**config.mk**
```make
export PLATFORM = sky130hd
export DESIGN_NAME = scw_cell
export DESIGN_NICKNAME = d
export VERILOG_FILES = /design/src/rtl/scan_curvature_window_assert.svh /design/src/rtl/scw_pkg.sv /design/src/rtl/scw_cell.sv
export SDC_FILE = /design/constraint.sdc
export NUM_CORES = 1
export LEC_CHECK = 0
export ABC_AREA = 1
export ABC_CLOCK_PERIOD_IN_PS = 800
export BUFFER_PORTS_ARGS = -buffer_cell sky130_fd_sc_hd__buf_2
export CAP_MARGIN = 40
export CORE_UTILIZATION = 41
export CTS_CLUSTER_SIZE = 14
export DETAILED_ROUTE_END_ITERATION = 16
export GPL_ROUTABILITY_DRIVEN = 0
export GPL_TIMING_DRIVEN = 0
export PLACE_DENSITY = 0.76
export SYNTH_ARGS = -nofsm -noshare
export SYNTH_HDL_FRONTEND = slang
export SYNTH_SLANG_ARGS = --single-unit
```
**constraint.sdc**
```tcl
create_clock -name clock -period 0.8 [get_ports clock]
set_clock_uncertainty 0.05 [all_clocks]
set_input_delay 0.04 -clock clock [delete_from_list [all_inputs] [get_ports clock]]
set_output_delay 0.04 -clock clock [all_outputs]
set_load 0.01 [all_outputs]
```
**src/rtl/scan_curvature_window_assert.svh**
```systemverilog
// ----------------------------------------------------------------------------
// Assertion macros for the scan curvature window
// Each macro expands to a labeled concurrent assertion, or to nothing when
// SYNTH is defined.
// ----------------------------------------------------------------------------
`ifndef SCAN_CURVATURE_WINDOW_ASSERT_SVH
`define SCAN_CURVATURE_WINDOW_ASSERT_SVH
`ifndef SYNTH
// The consequent must hold in the same cycle as the antecedent.
`define SCW_ASSERT_IMP(label, clk, rst, ante, cons) \
   label: assert property (@(posedge clk) disable iff (rst) (ante) |-> (cons)) \
      else $error("scw: same-cycle check failed");
// The consequent must hold in the cycle after the antecedent.
`define SCW_ASSERT_NXT(label, clk, rst, ante, cons) \
   label: assert property (@(posedge clk) disable iff (rst) (ante) |=> (cons)) \
      else $error("scw: next-cycle check failed");
`else
`define SCW_ASSERT_IMP(label, clk, rst, ante, cons)
`define SCW_ASSERT_NXT(label, clk, rst, ante, cons)
`endif
`endif

```
**src/rtl/scw_pkg.sv**
```systemverilog
// ----------------------------------------------------------------------------
// scw_pkg
// Shared widths, constants and types of the scan curvature window.
// ----------------------------------------------------------------------------
package scw_pkg;

   localparam int AXES      = 3;
   localparam int LINE_W    = 4;
   localparam int IDX_OUT_W = 16;
   localparam int CURV_W    = 45;
   localparam int THR_W     = 48;

   localparam logic [THR_W-1:0]  THR_RESET = 48'd104858;
   localparam logic [CURV_W-1:0] CURV_MAX  = {CURV_W{1'b1}};

   // Side information that travels with one result through the arithmetic.
   typedef struct packed {
      logic                 full;
      logic                 line_ok;
      logic                 last;
      logic [IDX_OUT_W-1:0] point_index;
   } scw_flags_type;

endpackage

```
**src/rtl/scw_cell.sv**
```systemverilog
// ----------------------------------------------------------------------------
// scw_cell
// One slot of the point window: holds a point, passes it on at each shift and
// compares its scan line with the center's.
// ----------------------------------------------------------------------------
module scw_cell #(
   parameter int COORD_BITS = 18,
   parameter int IDX_W      = 16
) (
   input  logic                            clock,
   input  logic                            reset,
   input  logic                            shift,
   input  logic                            clear,
   input  logic                            in_occ,
   input  logic signed [COORD_BITS-1:0]    in_pos [scw_pkg::AXES],
   input  logic [scw_pkg::LINE_W-1:0]      in_line,
   input  logic [IDX_W-1:0]                in_idx,
   input  logic [scw_pkg::LINE_W-1:0]      centre_line,
   output logic                            out_occ,
   output logic signed [COORD_BITS-1:0]    out_pos [scw_pkg::AXES],
   output logic [scw_pkg::LINE_W-1:0]      out_line,
   output logic [IDX_W-1:0]                out_idx,
   output logic                            match
);

   logic                            occ_ff, occ_in;
   logic signed [COORD_BITS-1:0]    pos_ff [scw_pkg::AXES];
   logic [scw_pkg::LINE_W-1:0]      line_ff;
   logic [IDX_W-1:0]                idx_ff;

   // A clear empties the slot while the incoming point moves in behind it.
   assign occ_in = shift ? (in_occ && !clear) : occ_ff;

   always_ff @(posedge clock) begin
      if (reset) begin
         occ_ff <= 1'b0;
      end else begin
         occ_ff <= occ_in;
      end
   end

   always_ff @(posedge clock) begin
      if (shift) begin
         pos_ff  <= in_pos;
         line_ff <= in_line;
         idx_ff  <= in_idx;
      end
   end

   assign out_occ  = occ_ff;
   assign out_pos  = pos_ff;
   assign out_line = line_ff;
   assign out_idx  = idx_ff;
   assign match    = occ_ff && (line_ff == centre_line);

endmodule

```
==> flow_summary.yaml <==
detailed_routing:
  ant_nets: 0
  wl_mm: 7.23
  m1WireLength_mm: 2.58
  top_layer_used: "met4"
  wl_met2_mm: 3.88
  first_iter_violations: 108
  met3_length_um: 614
  viasPerCell: 4.56
  vias: 1928
  avgRoutedWirePerCell_um: 17.1
  dr.pass1.iters: 6
  drc: 0
pwr:
  switchingPower_w: 0.00198
  irDropWorstVdd_v: 0.00161
  p_sw_frac: 0.212
  pwr-share-comb: 0.124
  pwr-share-seq: 0.509
  p_per_area_nw_per_um2: 2170
  leakagePower_nw: 1.89
  clkPwrFrac: 0.367
  power.internal_w: 0.00737
run:
  max_cap_viol_count: 0
final_layout:
  layout_commonest_cell: "buf_2"
  final_cells: 423
  final_util: 0.783
  layout_common_cells: "153 x buf_2, 77 x dlygate4sd3_1, 74 x edfxtp_1, 9 x clkbuf_8"
  final_nets: 429
  multi_input_area_um2: 87.6
  fin_area_um2: 4310
  syn_to_final_growth_pct: 83.6
  drive_gt1_frac: 0.510
  final-seq-area_um2: 2240
  n_antenna_cell: 0
  fillers: 310
critical_path:
  worstSetupStartpointType: "flip-flop"
  worst_setup_path_end_kind: "output port"
  slowest_stage: "edfxtp_1"
  path_cells: "nand2_1, nand2_1, inv_1, nand3_1, nor2_2, buf_2"
  criticalPathCategory: "reg2out"
  worst-path-max-fanout: 3
  required_ns: 0.71
  critical_path.most_common_cell: "nand2_1"
  crit_arrival_ns: 1.29
  cp_slowest_stage_delay_ns: 0.43
place:
  placed_area_um2: 3260
  post-place-cells: 330
  portBuffers: 158
grt:
  grt_pass1_wl_mm: 9.96
  grt_usage: 0.233
  grt_overflow: 0
  grt_max_degree: 77
  grt_pass1_vias: 1931
  antenna_found_initial: 0
timing:
  finalSetupViolations: 76
  rsz0062_at_grt: "yes"
  whs_ns: 0.219
  drv_slew: 0
  max_clock_freq_ghz: 0.723
  relSlewSlack: 0.746
  setup-tns-final_ns: -10.96
  finalCritPeriodShare: 1.73
  hold_viol_final: 0
  min_period_ns: 1.38
  fin_ws_ns: -0.583
  worst_slew_pin_slew_ns: 0.381
logic_synthesis:
  syn-num-nets: 182
  synth_seq_cells: 75
  yosysTopAreaCellShare: 0.947
  synthTopCellsByArea: "edfxtp_1 95%, inv_1 1.3%, nand2_1 1.1%, dfxtp_1 0.85%, or2_1 0.53%"
  yosysTopAreaCell: "edfxtp_1"
  ys_warn_count: 0
  yosysSeqAreaShare: 0.955
  syn_avg_cell_area_um2: 23.7
  syn_area_um2: 2350
  ys_types: 10
  netlist_instances: 99
run_status:
  violations: "setup timing"
  outcome: "complete, but fails checks"
floorplan:
  die_w_um: 77.7
  die_h_um: 77.7
  die_area_um2: 6030
  rows: 27
  io-pin-count: 159
  core_um2: 5510
  start_util: 0.426
clock_tree:
  htreeDepth: 3
  clock-sinks: 75
  numCtsBuffers: 9
  cts-root-buf: "clkbuf_8"
  clock_latency_ns: 0.32
  clkTransAtPathRegs_ns: 0.08
  cts_buffer_depth: 2
  cts_tree: "done"
worst_hold_path:
  hold_class: "in2reg"
flip-flops by register name (all words and copies together) (netlist names):
name,cells
out_pos,54
out_idx,16
out_line,4
out_occ,1
area by class of cell:
cell class / count / area share
Multi-Input combinational cell: 16 / 0.0203
Clock inverter: 6 / 0.0264
Timing Repair Buffer: 236 / 0.375
Tap cell: 72 / 0.0209
Sequential cell: 75 / 0.521
Clock buffer: 10 / 0.0296
Inverter: 8 / 0.00697
path summary, 6_finish.rpt:
kind	start	to	slack, ns	cells past startpoint
worst max-delay path	out_line[3]	match	-0.58	6
worst min-delay path	shift	out_pos[23]	0.22	2
worst max register to register	out_occ	out_occ	0.08	2
worst min register to register	out_occ	out_occ	0.53	2
layer usage:
layer | up-vias | GRT usage
met5 | - | 0
met4 | 0 | 0.100
met3 | 17 | 0.0753
met2 | 116 | 0.427
met1 | 928 | 0.243
li1 | 867 | -
power groups by stage:
stage          sequential (W)  combinational, W  clock [W]
2_1_floorplan         0.00500         0.0000356          0
3_3_place_gp          0.00481          0.000757          0
3_5_place_dp          0.00483          0.000801          0
4_1_cts               0.00474           0.00111    0.00347
5_1_grt               0.00478           0.00122    0.00365
6_report              0.00476           0.00116    0.00343
cells in the mapped netlist:
| master | instances |
|---|---|
| edfxtp_1 | 74 |
| a211oi_1 | 1 |
| a21oi_1 | 1 |
| or2_0 | 1 |
| inv_1 | 8 |
| dfxtp_1 | 1 |
| nor2_1 | 2 |
| or2_1 | 2 |
| nand2_1 | 7 |
| nand3_1 | 2 |
through the flow:
stage	worst slack, ns	total power [W]
3_3_place_gp	-0.875	0.00557
2_1_floorplan	-0.100	0.00504
4_1_cts	-0.544	0.00931
3_5_place_dp	-0.205	0.00563
6_report	-0.583	0.00935
5_1_grt	-0.621	0.00965
worst max-delay path, delay by kind of cell (launching register included):
kind                   cells  cell delay, ns
DFF                        1            0.43
and+or+nand+nor            4            0.32
buffers and inverters      2            0.21
kinds of logic (layout without fill, tap and decap cells):
| logic type | Yosys count | after routing | share of synthesized area |
|---|---|---|---|
| AOI/OAI and AO/OA | 2 | 2 | 0.00533 |
| DFF | 75 | 75 | 0.955 |
| and+or+nand+nor | 14 | 14 | 0.0267 |
| buffers and inverters | 8 | 260 | 0.0128 |
timing repair:
action,CTS,global route
gates resized for setup,3,6
setup buffers,0,0
hold endpoints to repair,75,0
cloned,0,0
hold buffers,77,0
pin swaps,1,1
endpoints found under the setup margin,76,77
Power figures use the tool's default switching activity.
