==> config.mk <==
export PLATFORM = sky130hd
export DESIGN_NAME = scw_sq_flat
export DESIGN_NICKNAME = d
export VERILOG_FILES = /design/src/rtl/scan_curvature_window_assert.svh /design/src/rtl/scw_pkg.sv /design/src/rtl/scw_rsp_if.sv /design/src/rtl/scw_sq.sv /design/src/flat_wrapper.sv
export SDC_FILE = /design/constraint.sdc
export NUM_CORES = 2
export LEC_CHECK = 0
export BUFFER_PORTS_ARGS = -buffer_cell sky130_fd_sc_hd__buf_2
export CORE_UTILIZATION = 55
export CTS_CLUSTER_SIZE = 12
export DETAILED_ROUTE_END_ITERATION = 7
export PLACE_DENSITY = 0.75
export RECOVER_POWER = 100
export SLEW_MARGIN = 40
export SYNTH_ARGS = -nofsm -noshare
export SYNTH_HDL_FRONTEND = slang
export SYNTH_SLANG_ARGS = --single-unit
export TNS_END_PERCENT = 1
==> constraint.sdc <==
create_clock -name clock -period 7.5 [get_ports clock]
set_clock_uncertainty 0.1 [all_clocks]
set_input_delay 0.375 -clock clock [delete_from_list [all_inputs] [get_ports clock]]
set_output_delay 0.375 -clock clock [all_outputs]
set_load 0.005 [all_outputs]
==> src/rtl/scan_curvature_window_assert.svh <==
// ----------------------------------------------------------------------------
// Assertion macros for the scan curvature window
// Each macro expands to a labeled concurrent assertion, or to nothing when
// SYNTH is defined.
// ----------------------------------------------------------------------------
`ifndef SCAN_CURVATURE_WINDOW_ASSERT_SVH
`define SCAN_CURVATURE_WINDOW_ASSERT_SVH
`ifndef SYNTH
// The consequent must hold in the same cycle as the antecedent.
`define SCW_ASSERT_IMP(label, clk, rst, ante, cons) \
   label: assert property (@(posedge clk) disable iff (rst) (ante) |-> (cons)) \
      else $error("scw: same-cycle check failed");
// The consequent must hold in the cycle after the antecedent.
`define SCW_ASSERT_NXT(label, clk, rst, ante, cons) \
   label: assert property (@(posedge clk) disable iff (rst) (ante) |=> (cons)) \
      else $error("scw: next-cycle check failed");
`else
`define SCW_ASSERT_IMP(label, clk, rst, ante, cons)
`define SCW_ASSERT_NXT(label, clk, rst, ante, cons)
`endif
`endif

==> src/rtl/scw_pkg.sv <==
// ----------------------------------------------------------------------------
// scw_pkg
// Shared widths, constants and types of the scan curvature window.
// ----------------------------------------------------------------------------
package scw_pkg;

   localparam int AXES      = 3;
   localparam int LINE_W    = 4;
   localparam int IDX_OUT_W = 16;
   localparam int CURV_W    = 45;
   localparam int THR_W     = 48;

   localparam logic [THR_W-1:0]  THR_RESET = 48'd104858;
   localparam logic [CURV_W-1:0] CURV_MAX  = {CURV_W{1'b1}};

   // Side information that travels with one result through the arithmetic.
   typedef struct packed {
      logic                 full;
      logic                 line_ok;
      logic                 last;
      logic [IDX_OUT_W-1:0] point_index;
   } scw_flags_type;

endpackage

==> src/rtl/scw_rsp_if.sv <==
// ----------------------------------------------------------------------------
// scw_rsp_if
// Result channel: valid/ready handshake with one curvature result.
// ----------------------------------------------------------------------------
interface scw_rsp_if;
   logic                              valid;
   logic                              ready;
   logic [scw_pkg::IDX_OUT_W-1:0]     point_index;
   logic [scw_pkg::CURV_W-1:0]        curvature;
   logic                              curvature_valid;
   logic                              above_threshold;
   logic                              last_of_frame;

   modport source (output valid, point_index, curvature, curvature_valid, above_threshold,
                   last_of_frame, input ready);
   modport sink   (input valid, point_index, curvature, curvature_valid, above_threshold,
                   last_of_frame, output ready);
endinterface

==> src/rtl/scw_sq.sv <==
// ----------------------------------------------------------------------------
// scw_sq
// Squares the three axis differences, sums and saturates them, applies the
// threshold and holds the result in the output register.
// ----------------------------------------------------------------------------
module scw_sq #(
   parameter int DIFF_W = 23
) (
   input  logic                          clock,
   input  logic                          reset,
   input  logic                          in_valid,
   output logic                          in_ready,
   input  logic signed [DIFF_W-1:0]      in_diff [scw_pkg::AXES],
   input  scw_pkg::scw_flags_type        in_flags,
   input  logic [scw_pkg::THR_W-1:0]     threshold,
   scw_rsp_if.source                     rsp_ch
);

   localparam int MW   = DIFF_W - 1;
   localparam int SQW  = 2 * MW;
   localparam int QW   = SQW + 2;
   localparam int CMPW = (QW > scw_pkg::THR_W) ? QW : scw_pkg::THR_W;
   localparam logic [CMPW-1:0] SAT_LIM = CMPW'(scw_pkg::CURV_MAX);

   logic                           s2_vld_ff, s2_vld_in;
   logic [SQW-1:0]                 sq_ff [scw_pkg::AXES];
   logic [SQW-1:0]                 sq_in [scw_pkg::AXES];
   logic signed [2*DIFF_W-1:0]     prod [scw_pkg::AXES];
   scw_pkg::scw_flags_type         s2_flags_ff;
   logic                           s2_rdy, s3_rdy;

   logic                           rsp_vld_ff, rsp_vld_in;
   logic [scw_pkg::IDX_OUT_W-1:0]  idx_ff;
   logic [scw_pkg::CURV_W-1:0]     curv_ff, curv_in;
   logic                           cvalid_ff, cvalid_in;
   logic                           above_ff, above_in;
   logic                           last_ff;

   logic [CMPW-1:0]                total;
   logic [CMPW-1:0]                thr_ext;
   logic                           sat;

   assign s3_rdy   = !rsp_vld_ff || rsp_ch.ready;
   assign s2_rdy   = !s2_vld_ff || s3_rdy;
   assign in_ready = s2_rdy;

   // The square of a signed value is never negative, so its low bits suffice.
   always_comb begin
      for (int a = 0; a < scw_pkg::AXES; a++) begin
         prod[a]  = (2*DIFF_W)'(in_diff[a]) * (2*DIFF_W)'(in_diff[a]);
         sq_in[a] = prod[a][SQW-1:0];
      end
   end

   assign s2_vld_in  = s2_rdy ? in_valid : s2_vld_ff;
   assign rsp_vld_in = s3_rdy ? s2_vld_ff : rsp_vld_ff;

   always_comb begin
      total   = CMPW'(sq_ff[0]) + CMPW'(sq_ff[1]) + CMPW'(sq_ff[2]);
      thr_ext = CMPW'(threshold);
      sat     = total > SAT_LIM;
      curv_in = '0;
      above_in = 1'b0;
      if (s2_flags_ff.full) begin
         curv_in  = sat ? scw_pkg::CURV_MAX : total[scw_pkg::CURV_W-1:0];
         above_in = sat ? (SAT_LIM > thr_ext) : (total > thr_ext);
      end
      cvalid_in = s2_flags_ff.full && s2_flags_ff.line_ok;
   end

   always_ff @(posedge clock) begin
      if (reset) begin
         s2_vld_ff  <= 1'b0;
         rsp_vld_ff <= 1'b0;
      end else begin
         s2_vld_ff  <= s2_vld_in;
         rsp_vld_ff <= rsp_vld_in;
      end
   end

   always_ff @(posedge clock) begin
      if (s2_rdy && in_valid) begin
         sq_ff       <= sq_in;
         s2_flags_ff <= in_flags;
      end
      if (s3_rdy && s2_vld_ff) begin
         idx_ff    <= s2_flags_ff.point_index;
         curv_ff   <= curv_in;
         cvalid_ff <= cvalid_in;
         above_ff  <= above_in;
         last_ff   <= s2_flags_ff.last;
      end
   end

   assign rsp_ch.valid           = rsp_vld_ff;
   assign rsp_ch.point_index     = idx_ff;
   assign rsp_ch.curvature       = curv_ff;
   assign rsp_ch.curvature_valid = cvalid_ff;
   assign rsp_ch.above_threshold = above_ff;
   assign rsp_ch.last_of_frame   = last_ff;

endmodule

==> src/flat_wrapper.sv <==
// flat-port wrapper written by rule: the top's interface ports become plain ports
module scw_sq_flat 
#(
   parameter int DIFF_W = 23
)
  (clock, reset, in_valid, in_ready, in_diff, in_flags, threshold, rsp_ch_valid, rsp_ch_point_index, rsp_ch_curvature, rsp_ch_curvature_valid, rsp_ch_above_threshold, rsp_ch_last_of_frame, rsp_ch_ready);
  scw_rsp_if rsp_ch_i ();
  input  logic clock;
  input  logic reset;
  input  logic in_valid;
  output logic in_ready;
  input  logic signed [DIFF_W-1:0] in_diff[scw_pkg::AXES];
  input  scw_pkg::scw_flags_type in_flags;
  input  logic [scw_pkg::THR_W-1:0] threshold;
  output wire logic [$bits(rsp_ch_i.valid)-1:0] rsp_ch_valid;
  output wire logic [$bits(rsp_ch_i.point_index)-1:0] rsp_ch_point_index;
  output wire logic [$bits(rsp_ch_i.curvature)-1:0] rsp_ch_curvature;
  output wire logic [$bits(rsp_ch_i.curvature_valid)-1:0] rsp_ch_curvature_valid;
  output wire logic [$bits(rsp_ch_i.above_threshold)-1:0] rsp_ch_above_threshold;
  output wire logic [$bits(rsp_ch_i.last_of_frame)-1:0] rsp_ch_last_of_frame;
  input wire logic [$bits(rsp_ch_i.ready)-1:0] rsp_ch_ready;
  assign rsp_ch_valid = rsp_ch_i.valid;
  assign rsp_ch_point_index = rsp_ch_i.point_index;
  assign rsp_ch_curvature = rsp_ch_i.curvature;
  assign rsp_ch_curvature_valid = rsp_ch_i.curvature_valid;
  assign rsp_ch_above_threshold = rsp_ch_i.above_threshold;
  assign rsp_ch_last_of_frame = rsp_ch_i.last_of_frame;
  assign rsp_ch_i.ready = rsp_ch_ready;
  scw_sq #(.DIFF_W(DIFF_W)) u_core (.clock(clock), .reset(reset), .in_valid(in_valid), .in_ready(in_ready), .in_diff(in_diff), .in_flags(in_flags), .threshold(threshold), .rsp_ch(rsp_ch_i));
endmodule
==> impl_metrics.json <==
{
  "rows": 123,
  "setup_viol": 0,
  "postSynthAreaPerCell_um2": 9.91,
  "yosysMostFrequentCell": "inv_1",
  "die_x_um": 341,
  "ys_seq_elements": 214,
  "syn_nets": 8528,
  "hold_end": "u_core.rsp_ch.valid$_SDFFE_PP0P_",
  "yosys-top-cells-count": "inv_1, fa_1, ha_1, nand2_1, and2_1",
  "core_mm2": 0.113,
  "nNetsFinal": 8818,
  "start_kind": "flop",
  "cts_tree": "done",
  "slowest_stage": "ha_1",
  "crit_top_cell": "a21o_1",
  "timing.fmax_mhz": 137,
  "globalplace.congestion": 0.979,
  "cts.sinks": 214,
  "ant_nets": 0,
  "clk_pin_slew_ns": 0.06,
  "grt_max_degree": 83,
  "grt.total_usage": 0.276,
  "synth_enable_flop_cells": 212,
  "rsz0062_at_grt": "yes",
  "fin_setup_tns_ns": 0,
  "timing.final.crit_share": 0.972,
  "worst_hold_startpoint": "rsp_ch_ready",
  "totalWireLength_um": 152000,
  "htree_levels": 1,
  "area_growth_pct": 7.70,
  "reg2reg_depth": 32,
  "clk_path_buf_depth": 3,
  "critical_path_arrival_ns": 7.47,
  "holdWs_ns": 0.0806,
  "drc": 0,
  "root_buffer": "clkbuf_16",
  "cp.required_ns": 7.68,
  "synth_ff_type": "edfxtp_1",
  "endpoint_kind": "flop",
  "rrSetupSlack_ns": 0.21,
  "dp_hpwl_um": 133000,
  "first_pass_iters": 6,
  "outcome": "finished with violations",
  "cts-buffers-inserted": 26,
  "grt_pass1_vias": 49000,
  "multi_input_area_mm2": 0.0494,
  "critPathMaxStageDelay_ns": 0.40,
  "synthTopCellsByArea": "fa_1, inv_1, edfxtp_1",
  "postSynth.asyncResetShare": 0,
  "grt_first_pass_wirelength_um": 252000,
  "vias_per_cell": 5.34,
  "final_core_util": 0.601,
  "holdPathStages": 4,
  "io_buffers": 205,
  "drive_gt1_frac": 0.0697,
  "ys_seq_area_frac": 0.101,
  "yosysWarnings": 0,
  "synth_top_area_frac": 0.479,
  "syn_area_mm2": 0.0632,
  "tightestPinTransition_ns": 4.23,
  "place_inst": 8119,
  "max_cap_viol_count": 4,
  "critPathKind": "reg2reg",
  "violations": "max-capacitance violations, max-slew violations",
  "r2r_end": "u_core.rsp_ch.above_threshold$_SDFFCE_PN0P_",
  "start_util": 0.558,
  "wl_per_cell_um": 18.6,
  "grt_overflow": 0,
  "yosys.area.top_type": "fa_1",
  "stdcell_count": 8190,
  "drtIter0Drc": 3038,
  "fill_cells": 9366,
  "io_pins": 206,
  "synth_cell_types": 91,
  "die_area_mm2": 0.116,
  "syn_inst": 6379,
  "clock_insertion_delay_worst_skew_ns": 0.55,
  "finalHoldViolCount": 0,
  "period_needed_ns": 7.29,
  "die-height_um": 341,
  "report.final.slew_viol_count": 218,
  "relSlewSlack": -1.82,
  "r2r_start": "u_core.sq_ff[47]$_DFFE_PP_",
  "vias": 43700,
  "path_max_fanout": 5,
  "antenna_found_initial": 5,
  "regArea_mm2": 0.00641,
  "hold_class": "in2reg"
}
stage by stage:
step	area, µm²	setup WS [ns]
global placement	67000	-0.0233
floorplan	63200	0.429
finish	68100	0.210
CTS	68000	0.0311
detailed placement	67000	-0.176
global route	68100	-0.135
repair_timing:
action / in CTS / in global routing
setup buffers: 0 / 2
resized for setup: 2 / 23
hold buffers: 20 / 0
pin swaps: 0 / 9
endpoints found under the setup margin: 1 / 3
hold endpoints to repair: 20 / 0
gates cloned: 0 / 0
metal layers:
| metal | global-route usage | vias up | part of all wire |
|---|---|---|---|
| li1 | - | 19600 | - |
| met2 | 0.474 | 1479 | 0.50 |
| met1 | 0.358 | 22300 | 0.40 |
| met3 | 0.0366 | 337 | 0.065 |
| met5 | 0 | - | 0.000079 |
| met4 | 0.0990 | 2 | 0.043 |
worst max-delay path, delay by kind of cell, from the launching register on:
kind	cells	cell delay, ns
compound gates	20	3.91
simple gates	7	1.14
xor+xnor	2	0.44
flops	1	0.37
fa+ha+maj	3	1.05
state kept, by name (all words and copies together) (netlist names):
signal	cells
u_core.rsp_ch.above_threshold	1
u_core.s2_vld_ff	1
u_core.rsp_ch.point_index	16
u_core.rsp_ch.curvature_valid	1
u_core.rsp_ch.valid	1
u_core.sq_ff	129
u_core.s2_flags_ff	19
u_core.rsp_ch.last_of_frame	1
u_core.rsp_ch.curvature	45
cell families after synthesis:
logic type      Yosys count  synth area share
compound gates          616            0.0662
xor+xnor                260            0.0360
fa+ha+maj              2009             0.577
buf+inv                2013             0.120
flops                   214             0.101
mux                       6           0.00107
simple gates           1261            0.0980
area by class of cell:
cell class | count | area share
Antenna cell | 4 | 0.000147
Clock buffer | 29 | 0.0100
Clock inverter | 16 | 0.00153
Inverter | 1850 | 0.102
Multi-Input combinational cell | 4152 | 0.725
Sequential cell | 214 | 0.0941
Tap cell | 1500 | 0.0276
Timing Repair Buffer | 425 | 0.0394
cell usage in the layout (no fill, tap or decap), drive strengths merged, types with 5 or more instances in the layout:
master / instances
o21bai: 29
nand4: 34
or3: 7
xor2: 75
and2: 343
a21o: 96
inv: 1847
and4: 5
o41ai: 5
nor2b: 54
a211o: 8
and3: 15
o211ai: 14
nor4: 6
a211oi: 23
a21boi: 14
nor3: 30
o31ai: 9
xnor2: 185
dlygate4sd3: 20
nand2b: 35
a31oi: 13
nor2: 189
o21a: 78
a311oi: 6
buf: 356
edfxtp: 212
or2: 14
a2111oi: 5
mux2: 6
a31o: 6
clkbuf: 78
ha: 497
fa: 1512
a21oi: 187
clkinv: 17
nand3: 46
o21ai: 83
nand2: 470
how the worst max path moves through the flow:
stage	from	endpoint	slack, ns
3_5_place_dp	in_diff[34]	u_core.sq_ff[87]$_DFFE_PP_	-0.18
6_report	u_core.sq_ff[47]$_DFFE_PP_	u_core.rsp_ch.above_threshold$_SDFFCE_PN0P_	0.21
4_1_cts	u_core.sq_ff[47]$_DFFE_PP_	u_core.rsp_ch.above_threshold$_SDFFCE_PN0P_	0.03
5_1_grt	u_core.sq_ff[47]$_DFFE_PP_	u_core.rsp_ch.above_threshold$_SDFFCE_PN0P_	-0.14
3_3_place_gp	in_diff[34]	u_core.sq_ff[87]$_DFFE_PP_	-0.02
2_1_floorplan	in_diff[64]	u_core.sq_ff[131]$_DFFE_PP_	0.43
Power is not shown: default switching activity piles up to over one toggle a cycle in this logic, so the estimate is an artifact.
